[src/rtl/life_automaton_torus_core_macros.svh]
// Assertion macros used by the life automaton core RTL
`ifndef LIFE_AUTOMATON_TORUS_CORE_MACROS_SVH
`define LIFE_AUTOMATON_TORUS_CORE_MACROS_SVH

// same-cycle implication, sampled on clk_i, off while in reset
`define LAT_ASSERT_NOW(lbl, ante, cons, msg) \
  lbl: assert property (@(posedge clk_i) disable iff (!rst_ni) (ante) |-> (cons)) \
    else $error(msg);

// next-cycle implication, sampled on clk_i, off while in reset
`define LAT_ASSERT_NEXT(lbl, ante, cons, msg) \
  lbl: assert property (@(posedge clk_i) disable iff (!rst_ni) (ante) |=> (cons)) \
    else $error(msg);

`endif

[src/rtl/lat_pkg.sv]
// Package: types and constants of the life automaton core
`timescale 1ns / 1ps
package lat_pkg;

  localparam int MAX_SIDE_DEF = 64;
  localparam int GRID_SIZE_W  = 7;
  localparam int REQ_W        = 2;
  localparam int COORD_W      = 6;
  localparam int MIN_SIDE     = 3;
  localparam int NB_W         = 4;

  localparam logic [GRID_SIZE_W-1:0] GRID_SIZE_RST = 7'd64;

  localparam logic [NB_W-1:0] NB_BIRTH = 4'd3;
  localparam logic [NB_W-1:0] NB_KEEP  = 4'd2;

  localparam logic ANS_READ = 1'b0;
  localparam logic ANS_STEP = 1'b1;

  typedef enum logic [REQ_W-1:0] {
    REQ_LOAD = 2'd0,
    REQ_STEP = 2'd1,
    REQ_READ = 2'd2
  } req_e;

  typedef enum logic [1:0] {
    ST_IDLE,
    ST_SWEEP,
    ST_FIX,
    ST_HOLD
  } state_e;

  typedef struct packed {
    logic shift;
    logic load;
  } lat_cell_ctrl_t;

endpackage

[src/rtl/lat_row_cell.sv]
// One cell of the row ring: holds one grid row, takes its neighbour's row on a shift
`timescale 1ns / 1ps
module lat_row_cell #(
  parameter int W = lat_pkg::MAX_SIDE_DEF
) (
  input  logic                   clk_i,
  input  logic                   rst_ni,
  input  lat_pkg::lat_cell_ctrl_t ctrl_i,
  input  logic [W-1:0]           next_i,
  input  logic [W-1:0]           load_i,
  output logic [W-1:0]           row_o
);
  import lat_pkg::*;

  logic [W-1:0] row_q;
  logic [W-1:0] row_d;

  always_comb begin
    row_d = row_q;
    if (ctrl_i.load) begin
      row_d = load_i;
    end else if (ctrl_i.shift) begin
      row_d = next_i;
    end
  end

  always_ff @(posedge clk_i or negedge rst_ni) begin
    if (!rst_ni) begin
      row_q <= '0;
    end else begin
      row_q <= row_d;
    end
  end

  assign row_o = row_q;
endmodule

[config.mk]
export PLATFORM = sky130hd
export DESIGN_NAME = lat_row_cell
export DESIGN_NICKNAME = d
export VERILOG_FILES = /design/src/rtl/life_automaton_torus_core_macros.svh /design/src/rtl/lat_pkg.sv /design/src/rtl/lat_row_cell.sv
export SDC_FILE = /design/constraint.sdc
export NUM_CORES = 1
export LEC_CHECK = 0
export ABC_AREA = 1
export BUFFER_PORTS_ARGS = -buffer_cell sky130_fd_sc_hd__buf_2
export CAP_MARGIN = 40
export CORE_AREA = 2 2 84 86
export DETAILED_ROUTE_END_ITERATION = 8
export DIE_AREA = 0 0 86 88
export GPL_TIMING_DRIVEN = 0
export MAX_ROUTING_LAYER = met4
export PLACE_DENSITY = 0.95
export SLEW_MARGIN = 30
export SYNTH_ARGS = -nofsm -noshare
export SYNTH_HDL_FRONTEND = slang
export SYNTH_SLANG_ARGS = --single-unit
export TNS_END_PERCENT = 100
[constraint.sdc]
create_clock -name clk_i -period 1.3 [get_ports clk_i]
set_input_delay 0.065 -clock clk_i [delete_from_list [all_inputs] [get_ports clk_i]]
set_output_delay 0.065 -clock clk_i [all_outputs]
set_load 0.005 [all_outputs]
# [Word level (Yosys, flattened, before mapping)]
# Cells that the tools add are included.
[word_totals] reg_bits=64 latchBits=0 input_bits=132 word_cells=4 n_memories=0 rom_bits=0 ramBits=0 out_inout_bits=64
[classes] mul=0 magnitude_cmp=0 n_reduce_logical=1 n_mux=2 eq_ne=0 n_shift=0 div_mod_pow=0 n_addsub=0 n_bitwise=0
[op_table] cell="64-bit two-way mux" count=2
[op_table] cell="2-bit nonzero test" count=1

# [Logic depth before layout (Yosys ltp)]
[logic_depth] word_depth=2 depth_mapped=4 mapped_depth_nobuf=3

# [Least setup slack after synthesis]
# No wires, ideal clock.
[synth_timing] kind="input to register" start="in ctrl_i[1] (netlist bit)" end="reg row_q[10] (netlist: row_o[10])" setup_time_ps=124 setup_slack_ps=672 path_buffers=2 required_ps=1176 arrival_time_ps=504 path_stages=4 cell_sequence="buf_4 > buf_2 > nand3_1 > nand3_1"
[synth_via] elab_chain_len=1
[synth_rtl] element="from (decl)" line="lat_row_cell.sv:8" rtl="input lat_pkg::lat_cell_ctrl_t ctrl_i,"
[synth_rtl] element="2-bit nonzero test (no line)"
[synth_rtl] element="to (signal assigned)" line="lat_row_cell.sv:31" rtl="row_q <= row_d;"
[synth_rtl] element="to (decl)" line="lat_row_cell.sv:15" rtl="logic [W-1:0] row_q;"
# No other way between the ends.
# A chain may end at the register's enable or synchronous reset.

# [Worst setup path after layout]
[layout_timing] start="in load_i[33]" end="reg row_q[33] (netlist: row_o[33])"
[layout_via] elab_chain_len=1
[layout_rtl] element="from (decl)" line="lat_row_cell.sv:10" rtl="input logic [W-1:0] load_i,"
[layout_rtl] element="64-bit two-way mux" line="lat_row_cell.sv:20" rtl="if (ctrl_i.load) begin"
# No other way between the ends.

==> summary.txt <==
Synth
  – Post-synth top area cell: dfrtp_1
  – Post-Syn Area: 0.00295 mm^2
  – Post-synthesis cell type count: 8
  – Syn Inst Count: 348
  – Synth top area cells: dfrtp_1 (54%), nand3_1 (22%), nand2_1 (16%)
  – Syn avg cell area: 8.48 um^2
  – Sequential element share of the synthesized area: 0.543
  – Warnings, synthesis: 0
  – Synth Net Count: 480
  – Synth Register Bits: 64
  – Top cell type's share of synthesized area: 0.543

Worst setup path
  – R2r startpoint: row_o[43]
  – Flop2flop setup slack: 0.05 ns
  – Critical path type: primary input to flop
  – Max incr delay on CP: 0.57 ns
  – CP Launch Type: primary input
  – Bufs and invs on worst path: 3
  – Crit-path max FO: 1
  – CP top delay family: buffers and inverters
  – Crit. End Element: flop
  – R2r endpoint: row_o[43]
  – CP startpoint: load_i[33]
  – Worst Setup EP: row_o[33]
  – Worst Path Required: 1.50 ns
  – Cell Chain, Critical Path: dlygate4sd3_1 -> buf_2 -> nand2_1 -> nand3_1 -> dlygate4sd3_1
  – Slowest CP cell: dlygate4sd3_1
  – R2R depth: 3
  – Worst path depth: 5
  – Critical path data arrival time: 1.46 ns
  – Most used cell, CP: dlygate4sd3_1

Clock tree
  – Clk root buf: clkbuf_8
  – Postcts setup bufs: 0
  – TritonCTS clock tree: done
  – CTS buffer count: 9
  – Worst-case clock buffer depth: 2
  – CTS H-tree depth: 3
  – Clock latency on the worst-skew pair: 0.31 ns
  – CTS sink cnt: 64
  – Clk pin slew, worst setup/hold paths: 0.07 ns

Drt
  – DR vias: 3984
  – Post-route DRC: 0
  – Wirelength, routed: 12300 um
  – First drt pass iteration count: 7
  – Post-DR wirelength/cell: 16.4 um
  – DRT antenna net count: 0
  – 1st-iter DRT viols: 233
  – Vias/cell: 5.32

Placement
  – Port Buffers: 195
  – RD Place Congestion: 0.801
  – Placed cell count: 623
  – Hpwl dp: 6640 um

Timing
  – Hold Worst Slack: -0.00445 ns
  – RSZ-0062 raised after global routing: false
  – Final setup vio count: 0
  – Slew @ Worst Pin: 0.401 ns
  – Final hold violations: 1
  – Tcrit/Tclk final: 0.973
  – Rel. slew slack: 0.732
  – Clock Skew: 0 ns
  – Fin crit period: 1.26 ns
  – Setup TNS: 0 ns
  – Fmax: 791 MHz
  – Final-report max-slew violation count: 0

Status
  – Violated checks: hold timing
  – Outcome: finished with violations

Die
  – Core ar.: 0.00664 mm^2
  – Die extent in y: 88 um
  – Num rows: 30
  – Die area: 0.00757 mm^2
  – # IOs: 196
  – Initial cell density of the core: 0.444
  – Die Wd: 86 um

Layout
  – Final antenna diode count: 0
  – Layout Nets: 796
  – Number of flip-flops in the largest register: 64
  – Area Growth Syn to Fin: 81.0%
  – Final core utilization: 0.804
  – Final cell count without fillers: 749
  – Share of cells above drive strength 1: 0.357

Hold path
  – Worst hold path class: primary input to flop

GRT
  – Initial antenna violation count: 0
  – Largest net degree at the start of global routing: 65
  – First-pass GRT wire length: 19400 um
  – Vias in the first global route: 4226
  – Total GRT Usage: 0.341
  – Total grt overflow: 0

Job
  – Max Cap Viol: 0

Pwr
  – Worst VDD drop: 0.000621 V
  – Pleak: 2.83 nW
  – Pwr dens: 993 mW/mm^2
[synth_stat cells]
library cell / count
nand2_1: 128
nand3_1: 128
dfrtp_1: 64
buf_6: 12
buf_2: 11
buf_4: 3
inv_2: 1
nor2_4: 1
[how the worst min path moves through the flow]
stage | startpoint | to | slack (ns) | cells past startpoint
after floorplan | rst_ni | row_o[0] | -0.23 | 0
after global placement | load_i[62] | row_o[62] | 0.28 | 3
after detailed placement | rst_ni | row_o[45] | 0.20 | 1
after CTS | next_i[36] | row_o[36] | 0.0004 | 3
after global routing | next_i[60] | row_o[60] | 0.009 | 3
final | next_i[5] | row_o[5] | -0.004 | 3
[per-layer routing]
metal	routed length [um]	GRT usage	vias to the layer above
met3	758	0.0792	57
met1	4320	0.341	1883
li1	-	-	1793
met2	6730	0.621	251
met5	0	-	-
met4	492	0.172	0
[layout make-up]
class                           instances  area (um^2)
Buffer                                 26          213
Tap cell                               80          100
Clock inverter                          3         40.0
Clock buffer                           13          159
Timing Repair Buffer                  305         2090
Multi-Input combinational cell        257         1130
Fill cell                             396         1300
Sequential cell                        64         1600
Inverter                                1         3.75
[worst min-delay path: stages]
cell and delay, ns:
buf_2 0.08, nand3_1 0.06, nand3_1 0.07
[power breakdown]
group / total [W] / switching [W] / internal, W / leakage [nW]
sequential: 0.00229 / 0.000115 / 0.00218 / 0.775
clock: 0.00172 / 0.000736 / 0.000987 / 0.103
combinational: 0.00129 / 0.000558 / 0.000727 / 1.95
total: 0.00530 / 0.00141 / 0.00389 / 2.83
[through the flow]
step	power [W]	worst slack (ns)	area (um^2)
6_report	0.00530	0.0351	5340
5_1_grt	0.00556	0.000973	5340
4_1_cts	0.00524	0.101	5340
3_5_place_dp	0.00319	0.330	4030
3_3_place_gp	0.00315	0.00642	4030
2_1_floorplan	0.00267	0.672	2950
[what timing repair did]
action	4_1_cts	5_1_grt
hold buffers	111	0
gates resized for setup	0	1
setup endpoints to repair	0	3
endpoints found under the hold margin	128	0
[cells in the final DEF (no fill, tap or decap)]
master	netlist	routed
inv_2	1	1
buf_2	11	205
buf_12	0	1
clkbuf_8	0	11
dfrtp_1	64	64
dlygate4sd3_1	0	109
clkinv_2	0	2
nand2_2	0	1
buf_4	3	4
nand3_1	128	128
nor2_4	1	1
bufinv_16	0	1
clkbuf_1	0	2
nand2_1	128	127
buf_6	12	12
[cell families after synthesis]
group	share of synthesized area
buffers and inverters	0.0734
AND/OR/NAND/NOR	0.384
flip-flops	0.543
No activity file was read; power rests on OpenSTA's default activity.
