## src/rtl/life_automaton_torus_core_macros.svh

```systemverilog
// Assertion macros used by the life automaton core RTL
`ifndef LIFE_AUTOMATON_TORUS_CORE_MACROS_SVH
`define LIFE_AUTOMATON_TORUS_CORE_MACROS_SVH

// same-cycle implication, sampled on clk_i, off while in reset
`define LAT_ASSERT_NOW(lbl, ante, cons, msg) \
  lbl: assert property (@(posedge clk_i) disable iff (!rst_ni) (ante) |-> (cons)) \
    else $error(msg);

// next-cycle implication, sampled on clk_i, off while in reset
`define LAT_ASSERT_NEXT(lbl, ante, cons, msg) \
  lbl: assert property (@(posedge clk_i) disable iff (!rst_ni) (ante) |=> (cons)) \
    else $error(msg);

`endif

```

## src/rtl/lat_pkg.sv

```systemverilog
// Package: types and constants of the life automaton core
`timescale 1ns / 1ps
package lat_pkg;

  localparam int MAX_SIDE_DEF = 64;
  localparam int GRID_SIZE_W  = 7;
  localparam int REQ_W        = 2;
  localparam int COORD_W      = 6;
  localparam int MIN_SIDE     = 3;
  localparam int NB_W         = 4;

  localparam logic [GRID_SIZE_W-1:0] GRID_SIZE_RST = 7'd64;

  localparam logic [NB_W-1:0] NB_BIRTH = 4'd3;
  localparam logic [NB_W-1:0] NB_KEEP  = 4'd2;

  localparam logic ANS_READ = 1'b0;
  localparam logic ANS_STEP = 1'b1;

  typedef enum logic [REQ_W-1:0] {
    REQ_LOAD = 2'd0,
    REQ_STEP = 2'd1,
    REQ_READ = 2'd2
  } req_e;

  typedef enum logic [1:0] {
    ST_IDLE,
    ST_SWEEP,
    ST_FIX,
    ST_HOLD
  } state_e;

  typedef struct packed {
    logic shift;
    logic load;
  } lat_cell_ctrl_t;

endpackage

```

## src/rtl/lat_rule.sv

```systemverilog
// Next-generation row under B3/S23 with wrap at the side in use
`timescale 1ns / 1ps
module lat_rule #(
  parameter int W    = lat_pkg::MAX_SIDE_DEF,
  parameter int IDXW = 6
) (
  input  logic [W-1:0]    prev_i,
  input  logic [W-1:0]    cur_i,
  input  logic [W-1:0]    next_i,
  input  logic [IDXW-1:0] last_i,
  output logic [W-1:0]    row_o
);
  import lat_pkg::*;

  logic p_last;
  logic c_last;
  logic n_last;

  assign p_last = prev_i[last_i];
  assign c_last = cur_i[last_i];
  assign n_last = next_i[last_i];

  for (genvar c = 0; c < W; c++) begin : g_col
    localparam int CR = (c == W - 1) ? 0 : c + 1;
    logic            at_last;
    logic            pl, cl, nl;
    logic            pr, cr, nr;
    logic [NB_W-1:0] sum;

    assign at_last = (last_i == IDXW'(c));

    if (c == 0) begin : g_first
      assign pl = p_last;
      assign cl = c_last;
      assign nl = n_last;
    end else begin : g_inner
      assign pl = prev_i[c-1];
      assign cl = cur_i[c-1];
      assign nl = next_i[c-1];
    end

    assign pr = at_last ? prev_i[0] : prev_i[CR];
    assign cr = at_last ? cur_i[0]  : cur_i[CR];
    assign nr = at_last ? next_i[0] : next_i[CR];

    assign sum = NB_W'(pl) + NB_W'(prev_i[c]) + NB_W'(pr)
               + NB_W'(cl) + NB_W'(cr)
               + NB_W'(nl) + NB_W'(next_i[c]) + NB_W'(nr);

    assign row_o[c] = (IDXW'(c) <= last_i)
                    ? ((sum == NB_BIRTH) || (cur_i[c] && (sum == NB_KEEP)))
                    : cur_i[c];
  end
endmodule

```

## config.mk

```make
export PLATFORM = sky130hd
export DESIGN_NAME = lat_rule
export DESIGN_NICKNAME = d
export VERILOG_FILES = /design/src/rtl/life_automaton_torus_core_macros.svh /design/src/rtl/lat_pkg.sv /design/src/rtl/lat_rule.sv
export SDC_FILE = /design/constraint.sdc
export NUM_CORES = 1
export LEC_CHECK = 0
export BUFFER_PORTS_ARGS = -buffer_cell sky130_fd_sc_hd__buf_2
export CORE_ASPECT_RATIO = 0.6
export CORE_MARGIN = 2
export CORE_UTILIZATION = 25
export DETAILED_ROUTE_END_ITERATION = 8
export GPL_ROUTABILITY_DRIVEN = 0
export REMOVE_ABC_BUFFERS = 1
export SLEW_MARGIN = 10
export SYNTH_ARGS = -nofsm -noshare
export SYNTH_HDL_FRONTEND = slang
export SYNTH_SLANG_ARGS = --single-unit
```

## constraint.sdc

```tcl
create_clock -name vclk -period 5.3
set_clock_uncertainty 0.1 [all_clocks]
set_input_delay 0.53 -clock vclk [all_inputs]
set_output_delay 0.53 -clock vclk [all_outputs]
set_load 0.01 [all_outputs]
```

== Word level (Yosys, flattened, before mapping) ==
Index checks and enable logic that the tools add are counted.

* Word-level logic and storage cells: 1091
* Register bits: 0

* Multiplexer cells: 259
* $add $sub $neg: 448
* Eq/ne operators: 190
* Reductions and logical operators: 129
* Magnitude comparators: 65

{| class="wikitable"
|+ Operators by type and width
! kind !! number
|-
| $add 4x1->4 || 256
|-
| $eq 4x2->1 const B || 128
|-
| $add 3x1->4 || 64
|-
| $mux 1 || 256
|-
| $add 2x1->3 || 64
|-
| $le 6x6->1 const A || 32
|-
| $eq 6x6->1 const B || 31
|-
| $add 1x1->2 || 64
|-
| $eq 6x5->1 const B || 16
|-
| $le 5x6->1 const A || 16
|-
| $logic_and 1x1->1 || 64
|-
| $logic_or 1x1->1 || 64
|-
| $eq 6x4->1 const B || 8
|-
| $le 4x6->1 const A || 8
|-
| $eq 6x3->1 const B || 4
|-
| $le 3x6->1 const A || 4
|-
| $bmux 1 s6 || 3
|-
| $eq 6x2->1 const B || 2
|-
| $le 1x6->1 const A || 2
|-
| $le 2x6->1 const A || 2
|-
| $lt 6x7->1 const B || 1
|-
| $eq 6x1->1 const B || 1
|-
| $logic_not 6->1 || 1
|}

== Logic depth before layout (Yosys ltp) ==
Gate-level depths: netlist (run 1).

* Depth in word-level cells: 13
* Gate-level depth with buffers: 17

== Least setup slack after synthesis (run 1) ==
OpenSTA, ideal clock, no wires.

* Path type: input -> output
* From: in last_i[1]
* To: out row_o[0]
* Data arrival time: 4.436 ns
* Data required time: 4.670 ns
* Setup slack: 0.234 ns
* Stages on the path: 15
* Cells stage by stage: buf_6 buf_4 buf_2 mux4_2 a22oi_1 a21oi_1 nor4_1 fa_1 fa_1 fa_1 inv_1 ha_1 fa_1 o21ai_0 o211a_1

* Cells in the longest elaborated chain, start to end: 13
* Elaborated cells on any way between the ends: 23

{| class="wikitable"
|+ Ends and longest elaborated chain
! item !! RTL line !! text
|-
| start, declared || lat_rule.sv:10 || <nowiki>input logic [IDXW-1:0] last_i,</nowiki>
|-
| $bmux 1 s6 || lat_rule.sv:19 || <nowiki>assign p_last = prev_i[last_i];</nowiki>
|-
| $mux 1 (not written as such) || lat_rule.sv:19 ||
|-
| $add 1x1->2 || lat_rule.sv:46 || <nowiki>assign sum = NB_W'(pl) + NB_W'(prev_i[c]) + NB_W'(pr)</nowiki>
|-
| $add 2x1->3 || lat_rule.sv:46 ||
|-
| $add 3x1->4 || lat_rule.sv:47 || <nowiki>+ NB_W'(cl) + NB_W'(cr)</nowiki>
|-
| $add 4x1->4 || lat_rule.sv:47 ||
|-
| $add 4x1->4 (3 in a row) || lat_rule.sv:48 || <nowiki>+ NB_W'(nl) + NB_W'(next_i[c]) + NB_W'(nr);</nowiki>
|-
| $eq 4x2->1 || lat_rule.sv:51 || <nowiki>? ((sum == NB_BIRTH) || (cur_i[c] && (sum == NB_KEEP)))</nowiki>
|-
| $logic_and 1x1->1 || lat_rule.sv:51 ||
|-
| $logic_or 1x1->1 || lat_rule.sv:51 ||
|-
| $mux 1 * || lat_rule.sv:51 ||
|-
| end, declared || lat_rule.sv:11 || <nowiki>output logic [W-1:0] row_o</nowiki>
|}

Every way passes the cells marked *; elsewhere a longest branch is shown, timed or not. The select of a mux whose other input is x is not followed.

== Worst setup path after layout (run 1) ==
* From: in last_i[0]
* To: out row_o[0]

Same word-level chain as after synthesis.

==> results of run 1 <==
[cell usage in the layout, fill, tap and decap left out, drive strengths merged, types with 38 or more instances in the layout]
master | Yosys | routed
buf | 30 | 442
inv | 389 | 389
fa | 256 | 256
ha | 192 | 192
a21oi | 144 | 144
mux2i | 121 | 121
nand2 | 103 | 103
nor2 | 65 | 65
nand2b | 63 | 63
a21o | 56 | 56
mux4 | 48 | 48
nand3 | 38 | 38
[critical path, stage by stage]
cell     delay, ns
buf_16        0.14
buf_4         0.17
mux4_2        0.53
a22oi_1       0.31
a21oi_1       0.19
nor4_2        0.19
fa_1          0.48
fa_1          0.47
fa_1          0.49
inv_1         0.04
ha_2          0.19
fa_2          0.52
o211a_1       0.20
buf_2         0.15
[path summary, 6_finish.rpt]
check,start,endpoint,slack [ns],cells after the start
worst max-delay path,last_i[0],row_o[0],0.03,14
worst min-delay path,cur_i[59],row_o[59],1.35,4
[cell type report]
class	instances	area, um2
Tap cell	839	1050
Multi-Input combinational cell	1330	14100
Antenna cell	8	20.0
Timing Repair Buffer	443	2810
Inverter	389	1460
Fill cell	6696	43100
[per-layer routing]
metal  global-route usage  vias to the layer above  share of wire
li1                     -                     6711              -
met1                0.285                     7097           0.48
met2                0.273                      624           0.40
met3               0.0737                       43           0.12
met4              0.00981                       24         0.0053
met5               0.0105                        -         0.0039
[through the flow]
stage          hold WS, ns  power (W)
5_1_grt               1.37    0.00374
2_1_floorplan         1.04    0.00207
6_report              1.35    0.00324
3_3_place_gp          1.36    0.00315
3_5_place_dp          1.35    0.00319
4_1_cts               1.36    0.00323
[repair_timing]
action / CTS / global route
pin swaps: 7 / 4
gates resized for setup: 18 / 25
cloned: 1 / 0
setup buffers: 3 / 0
setup endpoints to repair: 3 / 19
[power by group through the flow]
stage / logic [W] / registers [W] / clock network [W]
6_report: 0.00324 / 0 / 0.0000000000845
5_1_grt: 0.00374 / 0 / 0.0000000000253
4_1_cts: 0.00323 / 0 / 0
3_5_place_dp: 0.00319 / 0 / 0
3_3_place_gp: 0.00315 / 0 / 0
2_1_floorplan: 0.00207 / 0 / 0
[kinds of logic (layout without fill, tap and decap cells)]
logic type      after synthesis  count (layout)
buf+inv                     459             832
fa+ha+maj                   448             448
simple gates                358             358
compound gates              321             321
mux                         203             203
other cells                   0               8
==> summary.txt, run 1 <==
Logic synthesis
  • Synth cell count leaders: inv_1 (389), fa_1 (256), ha_1 (192)
  • Syn Area/Cell: 8.82 um2
  • Cell count after synthesis: 1789
  • Compound-cell area share of the yosys netlist: 0.123
  • Main combinational cell family by area after synthesis: adder cells
  • Synth Area in XOR/XNOR: 0
  • Mapped cell area: 15800 um2
  • Yosys cell types: 47
  • Post-Synth Simple-Gate Area: 0.117
  • Seq/Total Area, Yosys: 0
  • Multiplexer share of the synthesized area: 0.169
  • Count leader, synth: inv_1
  • Yosys top cell area share: 0.325
  • Post-synth top area cell: fa_1
  • Yosys Warn Count: 0
  • Largest cells by area after synthesis: fa_1 (32%), ha_1 (15%), inv_1 (9.2%)
  • Post-Synth Adder-Cell Area: 0.477

Power
  • Power share of the clock group: 0
  • Int Power: 0.00144 W
  • Combinational share of power: 1.000
  • P per Cell Area: 167 nW/um2
  • VDD IR max: 0.0603 mV
  • Sequential share of power: 0
  • Switching share of total power: 0.555
  • Static Leak: 9.89 nW
  • Psw: 0.00180 W

Floorplan
  • I/O pin count: 262
  • Die height: 199 um
  • Die area: 65200 um2
  • FP Rows: 71
  • Core Area: 62500 um2
  • Initial Utilization: 0.252
  • Die width: 328 um

Critical path
  • CP Data Arrival Time: 4.64 ns
  • Startpoint types: input port
  • Crit path max fanout: 5
  • Critical Path RT: 4.67 ns
  • Element type at the critical path end: output port
  • Crit path kind: in2out

STA
  • Fin worst setup slack: 0.0275 ns
  • Slew margin rel.: 0.497
  • Worst Tran Pin Value: 0.755 ns
  • Final setup violation count: 0
  • Final setup TNS: 0 ns
  • Final Max Slew Viols: 0
  • Final min period: 5.27 ns
  • Final Hold Viols: 0
  • RSZ-0062 raised after global routing: yes
  • Tcrit/Tclk final: 0.995
  • Peak Freq: 0.190 GHz

Detailed routing
  • First-pass DRT Iterations: 7
  • DR WL/cell: 21.2 um
  • DR vias: 14.5k
  • DRC viols: 0
  • Antenna Violating Nets Remaining: 0
  • Vias per inst: 4.82
  • Initial DRC count: 1086
  • Post-Route WL: 63700 um

Final layout
  • Seq_cells: 0
  • Seq. cell area: 0 um2
  • Final Cell Area: 19400 um2
  • Final Util: 0.311
  • Share of cells above drive strength 1: 0.260
  • Area Overhead vs Synth: 23.1%
  • Clock buffer count: 0
  • Finished Layout Cells: 3009
  • Final net count: 2810

Clock tree
  • Cts hold-fix bufs: 0

GRT
  • First-pass GRT wire length: 93800 um
  • Total congestion overflow: 0
  • Vias in the first global route: 14.5k
  • GRT Resource Usage Total: 0.193
  • Initial antenna violation count: 22
  • Pin count of the biggest net entering global routing: 56

Run
  • Max-Cap Viols: 0

Placed design
  • Pre-CTS setup slack: -0.587 ns
  • Placed cell count: 2997
  • IO buf count: 262
  • HPWL Detailed: 55300 um
  • Placed standard-cell area: 19200 um2

Hold path
  • Hold Path Class: in2out

Status
  • Status: finished clean
Power figures use the tool's default switching activity.
==> run 2: changes to the inputs <==
Settings changed: CORE_ASPECT_RATIO 0.6 to 0.9.
==> summary.txt, run 2 (synthesis gave the netlist of run 1 again) <==
STA
  • Final Max Slew Viols: 0 (unchanged)
  • RSZ-0062 raised after global routing: yes (unchanged)
  • Final min period: 5.25 ns (was 5.27 ns)
  • Tcrit/Tclk final: 0.990 (was 0.995)
  • Final setup violation count: 0 (unchanged)
  • Final Hold Viols: 0 (unchanged)
  • WHS: 1.35 ns (unchanged)
  • Worst Tran Pin Value: 0.684 ns (was 0.755 ns)
  • Peak Freq: 0.191 GHz (was 0.190 GHz)
  • Slew margin rel.: 0.540 (was 0.497)

GRT
  • Met3 GRT Util: 0.0444 (was 0.0737)
  • Vias in the first global route: 14.6k (was 14.5k)
  • Global route hottest layer: met2 (was met1)
  • Pin count of the biggest net entering global routing: 34 (was 56)
  • Total congestion overflow: 0 (unchanged)
  • Met1 usage: 0.259 (was 0.285)
  • Initial antenna violation count: 21 (was 22)
  • GRT Resource Usage Total: 0.186 (was 0.193)
  • Met2 usage: 0.293 (was 0.273)
  • First-pass GRT wire length: 91100 um (was 93800 um)

Detailed routing
  • Antenna Violating Nets Remaining: 0 (unchanged)
  • First-pass DRT Iterations: 5 (was 7)
  • Initial DRC count: 972 (was 1086)
  • Vias per inst: 4.76 (was 4.82)
  • DR vias: 14.4k (was 14.5k)
  • DRC viols: 0 (unchanged)
  • DR WL/cell: 20.1 um (was 21.2 um)
  • Post-Route WL: 60700 um (was 63700 um)

Power
  • P per Cell Area: 164 nW/um2 (was 167 nW/um2)
  • VDD IR max: 0.0913 mV (was 0.0603 mV)
  • Static Leak: 9.91 nW (was 9.89 nW)
  • Power, Total: 0.00319 W (was 0.00324 W)

Critical path
  • Critical-path cell list: buf_16 > buf_12 > buf_12 > mux4_2 > a22oi_2 > a21oi_2 > nor4_4 > fa_1 > fa_1 > fa_1 > inv_1 > ha_2 > fa_2 > o211a_1 > buf_6 (was buf_16 > buf_4 > mux4_2 > a22oi_1 > a21oi_1 > nor4_2 > fa_1 > fa_1 > fa_1 > inv_1 > ha_2 > fa_2 > o211a_1 > buf_2)
  • CP max stage delay: 0.55 ns (was 0.53 ns)
  • Crit path kind: in2out (unchanged)
  • CP delay by family, top: adder cells (unchanged)
  • CP Data Arrival Time: 4.62 ns (was 4.64 ns)
  • Slowest cell on the critical path: mux4_2 (unchanged)
  • Element type at the critical path end: output port (unchanged)
  • Crit path max fanout: 8 (was 5)
  • Startpoint types: input port (unchanged)
  • Critical Path RT: 4.67 ns (about the same)
  • CP bufs+invs: 5 (was 4)
  • Most used cell along the critical path: fa_1 (unchanged)

Final layout
  • Commonest non-fill, non-tap cell in the layout: inv_1 (unchanged)
  • Seq_cells: 0 (unchanged)
  • Share of cells above drive strength 1: 0.257 (was 0.260)
  • Seq. cell area: 0 um2 (unchanged)
  • Most frequent cells in the layout: inv_1 (389), buf_2 (259), fa_1 (255) (was inv_1 (389), buf_2 (260), fa_1 (255))
  • Final net count: 2812 (was 2810)
  • Clock buffer count: 0 (unchanged)
  • Area Overhead vs Synth: 23.7% (was 23.1%)

Floorplan
  • Die height: 242 um (was 199 um)
  • FP Rows: 87 (was 71)
  • Core Area: 62600 um2 (was 62500 um2)
  • Die area: 65200 um2 (about the same)
  • I/O pin count: 262 (unchanged)
  • Die width: 269 um (was 328 um)
  • Initial Utilization: 0.252 (about the same)

Placed design
  • IO buf count: 262 (unchanged)
  • HPWL Detailed: 53100 um (was 55300 um)

Hold path
  • Hold Path Class: in2out (unchanged)

Status
  • Status: finished clean (unchanged)

Run
  • Max-Cap Viols: 0 (unchanged)
-- run 2: routing by layer --
metal	share of wire	vias to the layer above	routed length, um
met4	0.018	22	1100
met1	0.44	7055	26700
met2	0.45	501	27400
li1	-	6723	-
met3	0.088	75	5360
met5	0.0020	-	123
-- run 2: final cells by class --
| class | count | area, um2 |
|---|---|---|
| inverter | 389 | 1460 |
| fill | 6671 | 43100 |
| timing repair buffer | 445 | 2910 |
| tap | 845 | 1060 |
| multi-input combinational | 1330 | 14100 |
| antenna | 11 | 27.5 |
-- run 2: through the flow --
| step | cells | TNS, ns | setup slack [ns] | cell area, um2 | utilization |
|---|---|---|---|---|---|
| after global placement | 3006 | -0.575 | -0.575 | 19300 | 0.309 |
| after global routing | 3014 | -0.0415 | -0.0255 | 19500 | 0.312 |
| after detailed placement | 3006 | -0.527 | -0.527 | 19300 | 0.309 |
| after floorplan | 1719 | 0 | 0.601 | 15400 | - |
| after CTS | 3009 | -0.00891 | -0.00891 | 19400 | 0.311 |
| final | 3020 | 0 | 0.0534 | 19500 | 0.312 |
-- run 2: what timing repair did --
action / CTS / global route
pin swaps: 7 / 4
endpoints found under the setup margin: 2 / 12
hold buffers: 0 / 0
buffers inserted: 4 / 0
resized for setup: 18 / 13
-- run 2: path summary, 6_finish.rpt --
| check | start | to | slack [ns] | depth (start not counted) |
|---|---|---|---|---|
| max | last_i[0] | row_o[0] | 0.05 | 15 |
| min | cur_i[59] | row_o[59] | 1.35 | 4 |
-- run 2: worst min-delay path, stage by stage --
cell and delay, ns:
buf_2 0.14, inv_1 0.06, a21oi_1 0.05, buf_2 0.14
-- run 2: report_power, final --
group          switching (W)       total (W)     internal, W
logic                0.00175         0.00319         0.00144
clock network              0  0.000000000279  0.000000000279
registers                  0               0               0
==> run 3: changes to the inputs <==
Settings changed: RECOVER_POWER set to 25.
==> summary.txt, run 3 (synthesis gave the netlist of run 1 again) <==
Status
  • Status: finished clean (unchanged)

Floorplan
  • Die height: 242 um (unchanged)
  • Initial Utilization: 0.252 (unchanged)
  • Core Area: 62600 um2 (unchanged)
  • I/O pin count: 262 (unchanged)
  • Die area: 65200 um2 (unchanged)
  • FP Rows: 87 (unchanged)
  • Die width: 269 um (unchanged)

STA
  • Final Max Slew Viols: 0 (unchanged)
  • Tcrit/Tclk final: 0.992 (was 0.990)
  • Final Hold Viols: 0 (unchanged)
  • Fin worst setup slack: 0.0418 ns (was 0.0534 ns)
  • WHS: 1.35 ns (about the same)
  • Slew margin rel.: 0.545 (was 0.540)
  • Final setup violation count: 0 (unchanged)
  • Peak Freq: 0.190 GHz (was 0.191 GHz)
  • RSZ-0062 raised after global routing: yes (unchanged)
  • Worst Tran Pin Value: 0.678 ns (was 0.684 ns)
  • Final min period: 5.26 ns (was 5.25 ns)

Final layout
  • Most frequent cells in the layout: inv_1 (389), buf_2 (259), fa_1 (255) (unchanged)
  • Final Util: 0.312 (about the same)
  • Fillers: 6679 (was 6671)
  • Share of cells above drive strength 1: 0.256 (was 0.257)
  • Commonest non-fill, non-tap cell in the layout: inv_1 (unchanged)
  • Seq. cell area: 0 um2 (unchanged)
  • Clock buffer count: 0 (unchanged)
  • Final net count: 2812 (unchanged)
  • Area Overhead vs Synth: 23.5% (was 23.7%)
  • Seq_cells: 0 (unchanged)

Critical path
  • CP Data Arrival Time: 4.63 ns (was 4.62 ns)
  • Element type at the critical path end: output port (unchanged)
  • Crit path max fanout: 8 (unchanged)
  • Critical Path RT: 4.67 ns (about the same)
  • Startpoint types: input port (unchanged)
  • Crit path kind: in2out (unchanged)

Hold path
  • End of the worst hold path: row_o[59] (unchanged)
  • WHS Path Cells: 4 (unchanged)
  • Hold_sp: cur_i[59] (unchanged)
  • Hold Path Class: in2out (unchanged)

Detailed routing
  • Vias per inst: 4.78 (was 4.76)
  • DR vias: 14.4k (about the same)
  • DRC viols: 0 (unchanged)
  • First-pass DRT Iterations: 6 (was 5)
  • Post-Route WL: 60800 um (was 60700 um)
  • Initial DRC count: 981 (was 972)
  • Antenna Violating Nets Remaining: 0 (unchanged)
  • DR WL/cell: 20.2 um (was 20.1 um)

Placed design
  • HPWL Detailed: 53100 um (unchanged)
  • Pre-CTS setup slack: -0.527 ns (unchanged)
  • IO buf count: 262 (unchanged)

GRT
  • Vias in the first global route: 14.6k (unchanged)
  • Initial antenna violation count: 21 (unchanged)
  • Total congestion overflow: 0 (unchanged)
  • Pin count of the biggest net entering global routing: 34 (unchanged)
  • GRT Resource Usage Total: 0.186 (unchanged)
  • First-pass GRT wire length: 91100 um (unchanged)

Run
  • Max-Cap Viols: 0 (unchanged)

Power
  • VDD IR max: 0.0914 mV (was 0.0913 mV)
  • Static Leak: 9.90 nW (was 9.91 nW)
  • P per Cell Area: 164 nW/um2 (about the same)

Clock tree
  • Cts hold-fix bufs: 0 (unchanged)
-- run 3: worst max-delay path: stages --
cell,delay (ns)
buf_16,0.14
buf_8,0.14
buf_6,0.12
mux4_2,0.52
a22oi_2,0.22
a21oi_2,0.11
nor4_4,0.30
fa_1,0.48
fa_1,0.46
fa_1,0.49
inv_1,0.05
ha_2,0.19
fa_2,0.52
o211a_1,0.23
buf_6,0.13
-- run 3: worst max-delay path by stage --
stage / slack (ns) / cells past startpoint / end / from
after floorplan: 0.60 / 12 / row_o[0] / last_i[0]
after global placement: -0.57 / 15 / row_o[0] / last_i[0]
after detailed placement: -0.53 / 15 / row_o[0] / last_i[0]
after CTS: -0.009 / 15 / row_o[0] / last_i[0]
after global routing: -0.03 / 15 / row_o[0] / last_i[0]
final: 0.04 / 15 / row_o[0] / last_i[0]
-- run 3: what timing repair did --
action                     4_1_cts  5_1_grt
pin swaps                        7        4
setup endpoints to repair        2       12
gates cloned                     0        0
buffers inserted                 4        0
gates resized for setup         18       13
-- run 3: per-layer routing --
metal,routed length (um),vias to the layer above,part of all wire,global-route usage
li1,-,6721,-,-
met1,26700,7071,0.44,0.259
met2,27500,541,0.45,0.293
met3,5350,80,0.088,0.0444
met4,1150,22,0.019,0.0333
met5,123,-,0.0020,0
-- run 3: power by group --
group            internal (W)       total (W)  switching, W
combinational         0.00144         0.00319       0.00175
clock          0.000000000253  0.000000000253             0
sequential                  0               0             0
total                 0.00144         0.00319       0.00175
-- run 3: layout make-up --
cell class	count	area [um2]	share of cell area
Multi-Input combinational cell	1330	14100	0.721
Timing Repair Buffer	445	2900	0.148
Inverter	389	1460	0.0749
Tap cell	845	1060	0.0542
Antenna cell	10	25.0	0.00128
-- run 3: stage by stage --
stage / area (um2) / instances / total power, W / TNS, ns
global placement: 19300 / 3006 / 0.00310 / -0.575
finish: 19500 / 3019 / 0.00319 / 0
CTS: 19400 / 3009 / 0.00320 / -0.00891
detailed placement: 19300 / 3006 / 0.00316 / -0.527
floorplan: 15400 / 1719 / 0.00207 / 0
global route: 19500 / 3014 / 0.00370 / -0.0482
